[src/sv/aifp_pkg.sv]
// Shared types and constants for the ASCII integer field parser.
package aifp_pkg;

  // Base selection codes, used both by the configuration register and the parser.
  typedef enum logic [1:0] {
    BASE_AUTO = 2'd0,
    BASE_OCT  = 2'd1,
    BASE_DEC  = 2'd2,
    BASE_HEX  = 2'd3
  } base_t;

  // Parser phase within one field.
  typedef enum logic [1:0] {
    PH_START  = 2'd0,
    PH_SIGNED = 2'd1,
    PH_ZERO   = 2'd2,
    PH_DIGITS = 2'd3
  } phase_t;

  // Configuration register indexes.
  localparam int unsigned CFG_IDX_BITS = 1;
  localparam logic [CFG_IDX_BITS-1:0] CFG_BASE_MODE   = 1'd0;
  localparam logic [CFG_IDX_BITS-1:0] CFG_FIELD_WIDTH = 1'd1;
  localparam int unsigned CFG_DATA_BITS = 8;

  localparam base_t      BASE_MODE_RST   = BASE_DEC;
  localparam logic [7:0] FIELD_WIDTH_RST = 8'd0;

  // Characters the classifier looks for.
  localparam logic [7:0] CH_PLUS  = 8'h2B;
  localparam logic [7:0] CH_MINUS = 8'h2D;
  localparam logic [7:0] CH_ZERO  = 8'h30;
  localparam logic [7:0] CH_NINE  = 8'h39;
  localparam logic [7:0] CH_LO_A  = 8'h61;
  localparam logic [7:0] CH_LO_F  = 8'h66;
  localparam logic [7:0] CH_LO_X  = 8'h78;
  localparam logic [7:0] CH_UP_A  = 8'h41;
  localparam logic [7:0] CH_UP_F  = 8'h46;
  localparam logic [7:0] CH_UP_X  = 8'h58;

  localparam logic [15:0] CONSUMED_MAX = 16'hFFFF;

  // Queue between the classifier and the parser.
  localparam int unsigned QUEUE_DEPTH = 2;
  localparam int unsigned QPTR_BITS   = 1;

  // One classified character.
  typedef struct packed {
    logic       is_plus;
    logic       is_minus;
    logic       is_zero;
    logic       is_x;
    logic       is_hex;   // 0-9, a-f or A-F
    logic [3:0] dig;      // digit value when is_hex
  } cls_t;

endpackage

[src/sv/aifp_front.sv]
// Input side of the parser: accepts characters and classifies them.
module aifp_front import aifp_pkg::*; (
  input  logic       in_valid,
  output logic       in_ready,
  input  logic [7:0] in_ch,
  input  logic       q_full,
  output logic       q_push,
  output cls_t       q_item
);

  logic [7:0] dec_off;
  logic [7:0] lo_off;
  logic [7:0] up_off;
  logic       is_dec;
  logic       is_lo;
  logic       is_up;

  assign in_ready = !q_full;
  assign q_push   = in_valid && !q_full;

  assign dec_off = in_ch - CH_ZERO;
  assign lo_off  = in_ch - CH_LO_A + 8'd10;
  assign up_off  = in_ch - CH_UP_A + 8'd10;
  assign is_dec  = (in_ch >= CH_ZERO) && (in_ch <= CH_NINE);
  assign is_lo   = (in_ch >= CH_LO_A) && (in_ch <= CH_LO_F);
  assign is_up   = (in_ch >= CH_UP_A) && (in_ch <= CH_UP_F);

  always_comb begin
    q_item.is_plus  = (in_ch == CH_PLUS);
    q_item.is_minus = (in_ch == CH_MINUS);
    q_item.is_zero  = (in_ch == CH_ZERO);
    q_item.is_x     = (in_ch == CH_LO_X) || (in_ch == CH_UP_X);
    q_item.is_hex   = is_dec || is_lo || is_up;
    if (is_dec) begin
      q_item.dig = dec_off[3:0];
    end else if (is_lo) begin
      q_item.dig = lo_off[3:0];
    end else begin
      q_item.dig = up_off[3:0];
    end
  end

endmodule

[src/sv/aifp_queue.sv]
// Two-entry queue of classified characters between front and back.
module aifp_queue import aifp_pkg::*; (
  input  logic clk,
  input  logic rst_n,
  input  logic push,
  input  cls_t push_item,
  output logic full,
  output logic valid,
  output cls_t item,
  input  logic pop
);

  cls_t                 mem_r [QUEUE_DEPTH];
  logic [QPTR_BITS-1:0] wr_ptr_r;
  logic [QPTR_BITS-1:0] rd_ptr_r;
  logic [QPTR_BITS:0]   count_r;

  assign full  = (count_r == (QPTR_BITS+1)'(QUEUE_DEPTH));
  assign valid = (count_r != '0);
  assign item  = mem_r[rd_ptr_r];

  always_ff @(posedge clk) begin
    if (push) begin
      mem_r[wr_ptr_r] <= push_item;
    end
  end

  always_ff @(posedge clk) begin
    if (!rst_n) begin
      wr_ptr_r <= '0;
      rd_ptr_r <= '0;
      count_r  <= '0;
    end else begin
      if (push) begin
        wr_ptr_r <= wr_ptr_r + 1'b1;
      end
      if (pop) begin
        rd_ptr_r <= rd_ptr_r + 1'b1;
      end
      if (push && !pop) begin
        count_r <= count_r + 1'b1;
      end else if (pop && !push) begin
        count_r <= count_r - 1'b1;
      end
    end
  end

endmodule

[src/sv/aifp_back.sv]
// Parser back end: field state machine, digit accumulation and result register.
module aifp_back import aifp_pkg::*; #(
  parameter int unsigned VALUE_BITS = 64,
  parameter int unsigned COUNT_BITS = 16
) (
  input  logic                  clk,
  input  logic                  rst_n,
  input  base_t                 base_mode,
  input  logic [7:0]            field_width,
  input  logic                  q_valid,
  input  cls_t                  q_item,
  output logic                  q_pop,
  output logic                  out_valid,
  input  logic                  out_ready,
  output logic                  out_ok,
  output logic signed [63:0]    out_number,
  output logic [15:0]           out_consumed,
  output logic                  out_took_char
);

  phase_t                phase_r, phase_nxt;
  logic                  neg_r, neg_nxt;
  logic [VALUE_BITS-1:0] acc_r, acc_nxt;
  logic                  seen_r, seen_nxt;
  logic [COUNT_BITS-1:0] cnt_r, cnt_nxt;
  logic [7:0]            wleft_r, wleft_nxt;
  base_t                 base_r, base_nxt;
  logic                  unlim_r, unlim_nxt;

  logic                  out_valid_r;
  logic                  out_ok_r;
  logic                  out_neg_r;
  logic [VALUE_BITS-1:0] out_acc_r;
  logic [15:0]           out_cons_r;
  logic                  out_took_r;

  phase_t                ph_a;
  logic                  handled;
  logic                  judge;
  logic                  take;
  logic                  spent_on_take;
  logic                  dig_fits;
  logic [VALUE_BITS-1:0] prod;
  logic                  emit;
  logic                  res_ok;
  logic                  res_took;
  logic [31:0]           cnt_wide;
  logic [15:0]           res_cons;
  logic signed [VALUE_BITS-1:0] val_s;

  logic back_ready;

  assign back_ready = !out_valid_r || out_ready;
  assign q_pop      = q_valid && back_ready;

  always_comb begin
    ph_a      = phase_r;
    neg_nxt   = neg_r;
    acc_nxt   = acc_r;
    seen_nxt  = seen_r;
    wleft_nxt = wleft_r;
    base_nxt  = base_r;
    unlim_nxt = unlim_r;
    phase_nxt = phase_r;
    handled   = 1'b0;
    judge     = 1'b0;
    take      = 1'b0;
    emit      = 1'b0;
    res_ok    = 1'b0;
    res_took  = 1'b0;
    prod      = '0;
    dig_fits  = 1'b0;
    cnt_nxt   = cnt_r;

    // A new field reloads the working state from the configuration.
    if (phase_r == PH_START) begin
      unlim_nxt = (field_width == 8'd0);
      wleft_nxt = field_width;
      base_nxt  = base_mode;
      neg_nxt   = 1'b0;
      acc_nxt   = '0;
      seen_nxt  = 1'b0;
      cnt_nxt   = '0;
      ph_a      = PH_SIGNED;
    end

    // Taking a character empties the width when one or none is left.
    spent_on_take = !unlim_nxt && (wleft_nxt <= 8'd1);

    if (phase_r == PH_START && (q_item.is_plus || q_item.is_minus)) begin
      handled = 1'b1;
      neg_nxt = q_item.is_minus;
      take    = 1'b1;
      if (spent_on_take) begin
        emit      = 1'b1;
        phase_nxt = PH_START;
      end else begin
        phase_nxt = PH_SIGNED;
      end
    end

    if (!handled) begin
      unique case (ph_a)
        PH_SIGNED: begin
          if (q_item.is_zero && (base_nxt == BASE_AUTO || base_nxt == BASE_HEX) &&
              (unlim_nxt || wleft_nxt >= 8'd2)) begin
            // Hold the zero until we know whether an x follows.
            take      = 1'b1;
            phase_nxt = PH_ZERO;
          end else begin
            if (base_nxt == BASE_AUTO) begin
              base_nxt = q_item.is_zero ? BASE_OCT : BASE_DEC;
            end
            judge = 1'b1;
          end
        end
        PH_ZERO: begin
          if (q_item.is_x) begin
            base_nxt = BASE_HEX;
            take     = 1'b1;
            if (spent_on_take) begin
              emit      = 1'b1;
              phase_nxt = PH_START;
            end else begin
              phase_nxt = PH_DIGITS;
            end
          end else begin
            // The held zero was a plain digit.
            if (base_nxt == BASE_AUTO) begin
              base_nxt = BASE_OCT;
            end
            seen_nxt = 1'b1;
            acc_nxt  = '0;
            judge    = 1'b1;
          end
        end
        PH_DIGITS: begin
          judge = 1'b1;
        end
        default: begin
          judge = 1'b0;
        end
      endcase
    end

    if (judge) begin
      unique case (base_nxt)
        BASE_OCT: begin
          dig_fits = q_item.is_hex && !q_item.dig[3];
          prod     = acc_nxt << 3;
        end
        BASE_HEX: begin
          dig_fits = q_item.is_hex;
          prod     = acc_nxt << 4;
        end
        default: begin
          dig_fits = q_item.is_hex && (q_item.dig <= 4'd9);
          prod     = (acc_nxt << 3) + (acc_nxt << 1);
        end
      endcase
      if (dig_fits) begin
        acc_nxt  = prod + VALUE_BITS'(q_item.dig);
        seen_nxt = 1'b1;
        take     = 1'b1;
        if (spent_on_take) begin
          emit      = 1'b1;
          res_ok    = 1'b1;
          res_took  = 1'b1;
          phase_nxt = PH_START;
        end else begin
          phase_nxt = PH_DIGITS;
        end
      end else begin
        emit      = 1'b1;
        res_ok    = seen_nxt;
        phase_nxt = PH_START;
      end
    end

    if (take) begin
      if (cnt_nxt != '1) begin
        cnt_nxt = cnt_nxt + 1'b1;
      end
      if (!unlim_nxt && wleft_nxt != 8'd0) begin
        wleft_nxt = wleft_nxt - 8'd1;
      end
    end

    cnt_wide = 32'(cnt_nxt);
    if (!res_ok) begin
      res_cons = '0;
    end else if (cnt_wide > 32'(CONSUMED_MAX)) begin
      res_cons = CONSUMED_MAX;
    end else begin
      res_cons = cnt_wide[15:0];
    end
  end

  always_ff @(posedge clk) begin
    if (!rst_n) begin
      phase_r <= PH_START;
      neg_r   <= 1'b0;
      acc_r   <= '0;
      seen_r  <= 1'b0;
      cnt_r   <= '0;
      wleft_r <= 8'd0;
      base_r  <= BASE_AUTO;
      unlim_r <= 1'b0;
    end else if (q_pop) begin
      phase_r <= phase_nxt;
      neg_r   <= neg_nxt;
      acc_r   <= acc_nxt;
      seen_r  <= seen_nxt;
      cnt_r   <= cnt_nxt;
      wleft_r <= wleft_nxt;
      base_r  <= base_nxt;
      unlim_r <= unlim_nxt;
    end
  end

  // Result register.
  always_ff @(posedge clk) begin
    if (!rst_n) begin
      out_valid_r <= 1'b0;
    end else if (q_pop && emit) begin
      out_valid_r <= 1'b1;
    end else if (out_ready) begin
      out_valid_r <= 1'b0;
    end
  end

  always_ff @(posedge clk) begin
    if (q_pop && emit) begin
      out_ok_r   <= res_ok;
      out_neg_r  <= neg_nxt;
      out_acc_r  <= res_ok ? acc_nxt : '0;
      out_cons_r <= res_cons;
      out_took_r <= res_took;
    end
  end

  // Negation and sign extension sit after the result register.
  assign val_s         = out_neg_r ? -out_acc_r : out_acc_r;
  assign out_valid     = out_valid_r;
  assign out_ok        = out_ok_r;
  assign out_number    = 64'(val_s);
  assign out_consumed  = out_cons_r;
  assign out_took_char = out_took_r;

endmodule

[src/sv/ascii_integer_field_parser_core.sv]
// Accepted characters are written into the two-entry queue; the parser pops them from there,
// and a field's result is registered in the result register that drives out_valid.
// Throughput: one character per cycle; the input stalls only while a result waits on out_ready
// and the queue has filled behind it. Each digit is a shift-and-add (two shifts in decimal).
// Reset (rst_n low, synchronous) empties the queue, drops any pending result, returns the
// parser to the start of a field and sets base_mode to decimal and field_width to unlimited.
module ascii_integer_field_parser_core import aifp_pkg::*; #(
  parameter int unsigned VALUE_BITS = 64,
  parameter int unsigned COUNT_BITS = 16
) (
  input  logic                     clk,
  input  logic                     rst_n,
  input  logic                     in_valid,
  output logic                     in_ready,
  input  logic [7:0]               in_ch,
  output logic                     out_valid,
  input  logic                     out_ready,
  output logic                     out_ok,
  output logic signed [63:0]       out_number,
  output logic [15:0]              out_consumed,
  output logic                     out_took_char,
  input  logic                     cfg_we,
  input  logic [CFG_IDX_BITS-1:0]  cfg_index,
  input  logic [CFG_DATA_BITS-1:0] cfg_data
);

  // The configuration registers are sampled by the parser when a field's first
  // item reaches it. Writes must arrive only while the block is idle; the block
  // itself does not enforce this. The parser reads the registers directly.
  base_t      base_mode_r;
  logic [7:0] field_width_r;

  cls_t q_in_item;
  cls_t q_out_item;
  logic q_push;
  logic q_full;
  logic q_valid;
  logic q_pop;

  always_ff @(posedge clk) begin
    if (!rst_n) begin
      base_mode_r   <= BASE_MODE_RST;
      field_width_r <= FIELD_WIDTH_RST;
    end else if (cfg_we) begin
      unique case (cfg_index)
        CFG_BASE_MODE:   base_mode_r   <= base_t'(cfg_data[1:0]);
        CFG_FIELD_WIDTH: field_width_r <= cfg_data[7:0];
        default:         base_mode_r   <= base_mode_r;
      endcase
    end
  end

  // The front end classifies each character: sign, zero, x, and hex digit value.
  aifp_front u_front (
    .in_valid (in_valid),
    .in_ready (in_ready),
    .in_ch    (in_ch),
    .q_full   (q_full),
    .q_push   (q_push),
    .q_item   (q_in_item)
  );

  // The queue lets the input keep flowing while the result side stalls briefly.
  aifp_queue u_queue (
    .clk       (clk),
    .rst_n     (rst_n),
    .push      (q_push),
    .push_item (q_in_item),
    .full      (q_full),
    .valid     (q_valid),
    .item      (q_out_item),
    .pop       (q_pop)
  );

  // The back end runs the field state machine, one classified item per cycle,
  // and stalls only while its result register holds a result nobody has taken.
  aifp_back #(
    .VALUE_BITS (VALUE_BITS),
    .COUNT_BITS (COUNT_BITS)
  ) u_back (
    .clk           (clk),
    .rst_n         (rst_n),
    .base_mode     (base_mode_r),
    .field_width   (field_width_r),
    .q_valid       (q_valid),
    .q_item        (q_out_item),
    .q_pop         (q_pop),
    .out_valid     (out_valid),
    .out_ready     (out_ready),
    .out_ok        (out_ok),
    .out_number    (out_number),
    .out_consumed  (out_consumed),
    .out_took_char (out_took_char)
  );

endmodule

[config.mk]
export PLATFORM = sky130hd
export DESIGN_NAME = ascii_integer_field_parser_core
export DESIGN_NICKNAME = d
export VERILOG_FILES = /design/src/sv/aifp_pkg.sv /design/src/sv/aifp_front.sv /design/src/sv/aifp_queue.sv /design/src/sv/aifp_back.sv /design/src/sv/ascii_integer_field_parser_core.sv
export SDC_FILE = /design/constraint.sdc
export NUM_CORES = 1
export LEC_CHECK = 0
export CELL_PAD_IN_SITES_DETAIL_PLACEMENT = 1
export CELL_PAD_IN_SITES_GLOBAL_PLACEMENT = 1
export CORE_ASPECT_RATIO = 0.6
export CORE_MARGIN = 1.5
export CORE_UTILIZATION = 25
export CTS_BUF_LIST = sky130_fd_sc_hd__clkbuf_16
export CTS_CLUSTER_DIAMETER = 30
export CTS_CLUSTER_SIZE = 25
export DETAILED_ROUTE_END_ITERATION = 10
export DONT_BUFFER_PORTS = 1
export PLACE_DENSITY = 0.51
export SLEW_MARGIN = 20
export SYNTH_ARGS = -nofsm -noshare
export SYNTH_HDL_FRONTEND = slang
export SYNTH_SLANG_ARGS = --single-unit
[constraint.sdc]
create_clock -name clk -period 8.2 [get_ports clk]
set_input_delay 1.23 -clock clk [delete_from_list [all_inputs] [get_ports clk]]
set_output_delay 1.23 -clock clk [all_outputs]
set_load 0.01 [all_outputs]
### After elaboration in Yosys (flattened, before gate mapping)

Memory sizes are Yosys's and may differ from the RTL's. A register that Yosys moved wholly into a read port is not among the register bits.
Cells that the tools add are included.

* add/subtract/negate cells: 14
* magnitude comparators: 9
* equal/unequal tests: 13
* mux-type cells: 76
* bitwise operators: 1
* reduce and logical (&&, ||, !) cells: 38

Operators by type and width (count)
* 64-bit two-way mux: 8
* 64-bit one-hot mux with 2 select lines: 1
* 64-bit by 4-bit adder with 64-bit output: 1
* 64-bit adder: 1
* 64-bit negator: 1
* 16-bit two-way mux: 3
* 1-bit two-way mux: 37
* 2-bit two-way mux: 17
* 8-bit by 6-bit equality test with 1-bit output, second input constant: 3
* 8-bit two-way mux: 3
* 16-bit by 1-bit adder with 16-bit output, second input constant: 1
* 8-bit by 7-bit equality test with 1-bit output, second input constant: 2
* 8-bit by 7-bit greater-or-equal comparator with 1-bit output, second input constant: 2
* 8-bit by 7-bit <= comparator with 1-bit output, second input constant: 2
* 16-bit inequality test, second input constant: 1
* 1-bit logical AND: 15
* 4-bit by 1-bit subtractor with 4-bit output, second input constant: 3
* 2-bit equality test, second input constant: 5
* 4-bit adder, second input constant: 2
* 8-bit by 2-bit greater-or-equal comparator with 1-bit output, second input constant: 1
* 8-bit by 6-bit greater-or-equal comparator with 1-bit output, second input constant: 1
* 8-bit by 1-bit <= comparator with 1-bit output, second input constant: 1
* 8-bit by 6-bit <= comparator with 1-bit output, second input constant: 1
* 8-bit logical NOT: 1
* 17 further kinds: 38

* bits in registers: 193
* memory bits (writable): 18
* input port bits: 22
* logic and storage cells: 171
* memories: 1

Memory list
* u_queue.mem_r: depth 2, bits a word 9, rd ports 1, clocked after Yosys merged registers in 1, wr ports 1, line aifp_queue.sv:13 `cls_t mem_r [QUEUE_DEPTH];`

### Longest topological paths before layout

* word-level depth: 16
* depth in mapped cells: 32

### Modules after synthesis

Synthesis repeated with hierarchy kept, for this count alone.

* cell total of the unflattened synthesis: 2552
* area, all modules: 19202.2 um^2

Modules (own cells, without submodules)
* aifp_back: times used 1, cells an instance 2418, area each 17653.2 um^2, seq. area each 4414.2 um^2
* aifp_queue: times used 1, cells an instance 50, area each 868.3 um^2, seq. area each 640.6 um^2
* ascii_integer_field_parser_core: times used 1, cells an instance 46, area each 407.9 um^2, seq. area each 200.2 um^2
* aifp_front: times used 1, cells an instance 38, area each 272.8 um^2, seq. area each 0.0 um^2

### Worst setup path after synthesis

Ideal clock, no wire load.

* path type: reg-to-reg
* start: reg u_back.phase_r[1]
* end: reg u_back.out_acc_r[0], enable pin
* arrival time: 7358 ps
* data required time: 7675 ps
* setup slack: 316 ps
* cell stages (with the launch flop): 22
* buffers on the path: 8
* clock period less this slack: 7884 ps
* cell sequence: dfxtp_1 buf_4 or2_4 buf_6 clkbuf_1 clkbuf_1 mux2i_1 ha_1 and3b_1 a21oi_1 o22a_1 or2_2 buf_1 and3_4 o21ai_0 a31o_1 buf_6 or2_2 clkbuf_1 clkbuf_1 a21boi_0 nor2_1

* longest elaborated chain between the ends: 15
* elaborated cells on any way between the ends: 43
* classes of those cells: 2 x order compare; 6 x eq/ne; 25 x mux; 10 x reduce/logical

RTL lines
* from (decl): line aifp_back.sv:21 `phase_t phase_r, phase_nxt;`
* from (signal assigned): line aifp_back.sv:210 `phase_r <= phase_nxt;`
* branches (longest 13 deep; another with 8-bit by 2-bit greater-or-equal comparator with 1-bit output)
* 1-bit two-way mux *: line aifp_back.sv:146 `if (judge) begin`
* 1-bit logical AND *: line aifp_back.sv:233 `if (q_pop && emit) begin`
* to (signal assigned): line aifp_back.sv:236 `out_acc_r <= res_ok ? acc_nxt : '0;`
* to (decl): line aifp_back.sv:33 `logic [VALUE_BITS-1:0] out_acc_r;`

Every way passes the cells marked *. The select of a mux whose other input is x is not followed.
A chain may end at the register's enable or synchronous reset.

==> flow_summary.json <==
{
  "run_status": "finished clean",
  "crit_chain": "mux2_2 -> a21o_2 -> nand2_1 -> inv_1 -> ha_1 -> inv_1 -> fa_1 -> nor2b_1 -> o2111ai_1 -> a211oi_1 -> o211ai_1 -> a31oi_1 -> a32oi_1 -> o21bai_1 -> nor4_1 -> nand4_1 -> buf_4 -> nor4_2 -> xnor2_1 -> mux2i_1 -> nor2_1",
  "cts_root_buf": "clkbuf_16",
  "fin_area_um2": 21400,
  "clock_latency_ns": 0.55,
  "cts.repair.resized": 0,
  "start_util": 0.253,
  "grt_pass1_vias": 19397,
  "ys.flop_type": "dfxtp_1",
  "overflow": 0,
  "p_per_area_nw_per_um2": 340,
  "worst_slew_pin_slew_ns": 1.08,
  "ys_ff_latch": 212,
  "skew_ns": 0.0334,
  "fmax_mhz": 136,
  "grt_pass1_wl_um": 126000,
  "wirelength_met1_um": 42500,
  "critPathTopFamily": "compound AO/OA/AOI/OAI gates",
  "multiInputGateArea_um2": 13000,
  "crit_buf_inv": 3,
  "nets": 2532,
  "r2r_slack_ns": 0.83,
  "yosysTopAreaCell": "edfxtp_1",
  "r2r_end": "u_back.out_acc_r[54]$_SDFFCE_PN0P_",
  "hp-start": "u_back.acc_r[61]$_SDFFE_PN0P_",
  "ys_async_sr_fraction": 0,
  "antennaDiodeCount": 0,
  "highest_layer": "met4",
  "net-switching-power_mw": 3.73,
  "drv_cap": 0,
  "routedWlPerCell_um": 24.0,
  "layout.area.seq_um2": 5260,
  "synth_area_um2": 19100,
  "die_h_um": 217,
  "cp-end-kind": "flop",
  "groute.usage.overall": 0.208,
  "ys_types": 111,
  "setup_violations": 0,
  "worstHoldEndpoint": "u_back.acc_r[61]$_SDFFE_PN0P_",
  "critical_path_class": "flop to flop",
  "cp-start-kind": "flop",
  "fin_crit_sh": 0.899,
  "p_clk_frac": 0.223,
  "max-slew-margin-rel": 0.282,
  "io_pins": 106,
  "dr_wl_met2_um": 34300,
  "p_sw_frac": 0.512,
  "cts_tree": "done",
  "synth_cells": 2491,
  "design.die.area_um2": 78200,
  "fin_crit_ns": 7.37,
  "path_clk_slew_ns": 0.05,
  "numCtsBuffers": 35,
  "r2r_cells": 21,
  "dr.first_iter.drc_count": 1388,
  "final_antenna_net_count": 0,
  "drv_slew": 0,
  "worstHoldPathCells": 2,
  "grt_max_degree": 87,
  "synth_edf_count": 101,
  "p_leak_nw": 7.51,
  "crit_fanout": 22,
  "hpwl_um": 64500,
  "yosysTopAreaCellShare": 0.159,
  "critPathArrivalTime_ns": 7.62,
  "vias": 19355,
  "synth_top_cells_by_count": "305 x nand2_1, 261 x nor2_1, 226 x a21oi_1",
  "wirelength_um": 83100,
  "worstHoldPathType": "flop to flop",
  "io_buffers": 0,
  "clock-sinks": 212,
  "htree_levels": 2,
  "rows": 78,
  "seq_power_share": 0.257,
  "place_area_um2": 20100,
  "routed-wl-met3_um": 5050,
  "rsz0062_at_grt": "no",
  "syn_area_per_cell_um2": 7.67,
  "synth_fp_nets": 2591,
  "fillers": 9073,
  "crit_required_ns": 8.45,
  "die_w_um": 360,
  "vias_per_cell": 5.60,
  "grt_antenna_before_repair": 1,
  "gp_congestion": 0.914,
  "route.detailed.drc": 0,
  "layout-drive-gt1-share": 0.0806,
  "cpMostUsedCell": "inv_1",
  "internal_power_mw": 3.56,
  "postCtsSetupBuffers": 0,
  "hold_buffers": 0,
  "ys_seq_area_frac": 0.275,
  "hold_violations": 0,
  "synthToLayoutAreaGrowth_pct": 12.1,
  "drt_first_pass_iters": 5,
  "postLayoutCoreUtil": 0.283,
  "yosys_warnings": 0,
  "synthTopCellsByArea": "edfxtp_1 16%, dfxtp_1 12%, nand2_1 6.0%, a21oi_1 5.9%, xnor2_1 5.3%",
  "worst_ir_drop_vdd_v": 0.000237,
  "crit_slowest_cell": "nor4_1",
  "slowest_delay_ns": 0.87,
  "core_um2": 75600,
  "tns_ns": 0,
  "yosysMostFrequentCell": "nand2_1",
  "cts_buffer_depth": 3,
  "combPwrFrac": 0.520,
  "finalPower_mw": 7.29
}
## layout by cell type (no fill, tap or decap), types with 11 or more instances in the layout
cell type  Yosys  routed
xnor2_1      115     115
or3_1         25      25
a21o_1        25      24
a21oi_1      226     226
nor3b_1       15      15
nor2_1       261     258
mux2i_1       46      46
o21a_1        25      24
o21ai_0      184     184
nand4_1       40      40
buf_4          9      48
nand3_1       73      72
or2_2         19      19
edfxtp_1     101     101
a22oi_1       18      18
and3_1        30      30
o41ai_1       11      11
nor4_1        21      20
a31oi_1       25      25
nand2_1      305     304
o211ai_1      24      24
inv_1         70      72
dfxtp_1      111     111
a21boi_0      12      12
nor3_1        56      56
or4_1         18      18
clkbuf_16      0      37
nand2b_1      16      16
ha_1          76      76
a211oi_1      46      46
o31ai_1       27      27
and2_1        51      51
xor2_1        60      60
## cell families (layout without fill, tap and decap cells)
| family | after synthesis | after routing | share of synthesized area |
|---|---|---|---|
| buf+inv | 218 | 185 | 0.0478 |
| fa+ha+maj | 78 | 78 | 0.0519 |
| xor+xnor | 175 | 175 | 0.0802 |
| simple gates | 990 | 990 | 0.256 |
| compound gates | 764 | 764 | 0.260 |
| flops | 212 | 212 | 0.275 |
| mux | 54 | 54 | 0.0290 |
## worst reg2reg max path, delay by kind of cell (launching register included)
family | cells | cell delay, ns
fa+ha+maj | 2 | 0.64
simple gates | 6 | 1.94
mux | 2 | 0.65
compound gates | 7 | 2.60
flops | 1 | 0.66
buf+inv | 3 | 0.48
xor+xnor | 1 | 0.12
## state kept, by name, indices dropped and copies added, names as in the netlist, 8 cells and up, named ones only
register and flops:
u_back.acc_r 64, u_back.wleft_r 8, u_queue.mem_r 18, u_back.cnt_r 16
u_back.out_consumed 16, field_width_r 8, u_back.out_acc_r 64
## worst max path at each step
stage | startpoint | to | slack, ns | cells past startpoint
2_1_floorplan | u_back.phase_r[1]$_SDFFE_PN0P_ | u_back.out_acc_r[0]$_SDFFCE_PN0P_ | 0.32 | 21
3_3_place_gp | flop | u_back.out_acc_r[54]$_SDFFCE_PN0P_ | 1.0 | 21
3_5_place_dp | flop | u_back.out_acc_r[54]$_SDFFCE_PN0P_ | 0.98 | 21
4_1_cts | flop | u_back.out_acc_r[54]$_SDFFCE_PN0P_ | 0.98 | 21
5_1_grt | flop | u_back.out_acc_r[54]$_SDFFCE_PN0P_ | 0.48 | 21
6_report | flop | u_back.out_acc_r[54]$_SDFFCE_PN0P_ | 0.83 | 21
## layer usage
metal / up-vias / global-route usage
met3: 90 / 0.0395
met5: - / 0
met2: 482 / 0.306
met1: 9729 / 0.314
met4: 0 / 0.0355
li1: 9054 / -
## stage by stage
step	std cells	hold slack [ns]	worst slack, ns
3_5_place_dp	3394	0.437	0.976
6_report	3458	0.441	0.832
5_1_grt	3458	0.471	0.478
4_1_cts	3457	0.446	0.975
2_1_floorplan	2491	0.414	0.316
3_3_place_gp	3394	0.429	0.997
## power groups by stage
stage / registers [mW] / logic (mW) / clock network (mW)
floorplan: 1.77 / 2.58 / 0
global placement: 1.89 / 3.69 / 0
detailed placement: 1.89 / 3.75 / 0
CTS: 1.88 / 3.76 / 1.66
global route: 1.91 / 4.08 / 1.70
finish: 1.88 / 3.79 / 1.63
## final cells by class
| class | instances | share of cell area |
|---|---|---|
| well taps | 1000 | 0.0584 |
| multi-input cells | 2061 | 0.606 |
| inverters | 72 | 0.0126 |
| clock inverters | 26 | 0.0156 |
| repair buffers | 50 | 0.0190 |
| flip-flops and latches | 212 | 0.245 |
| clock buffers | 37 | 0.0432 |
Power figures use the tool's default switching activity.
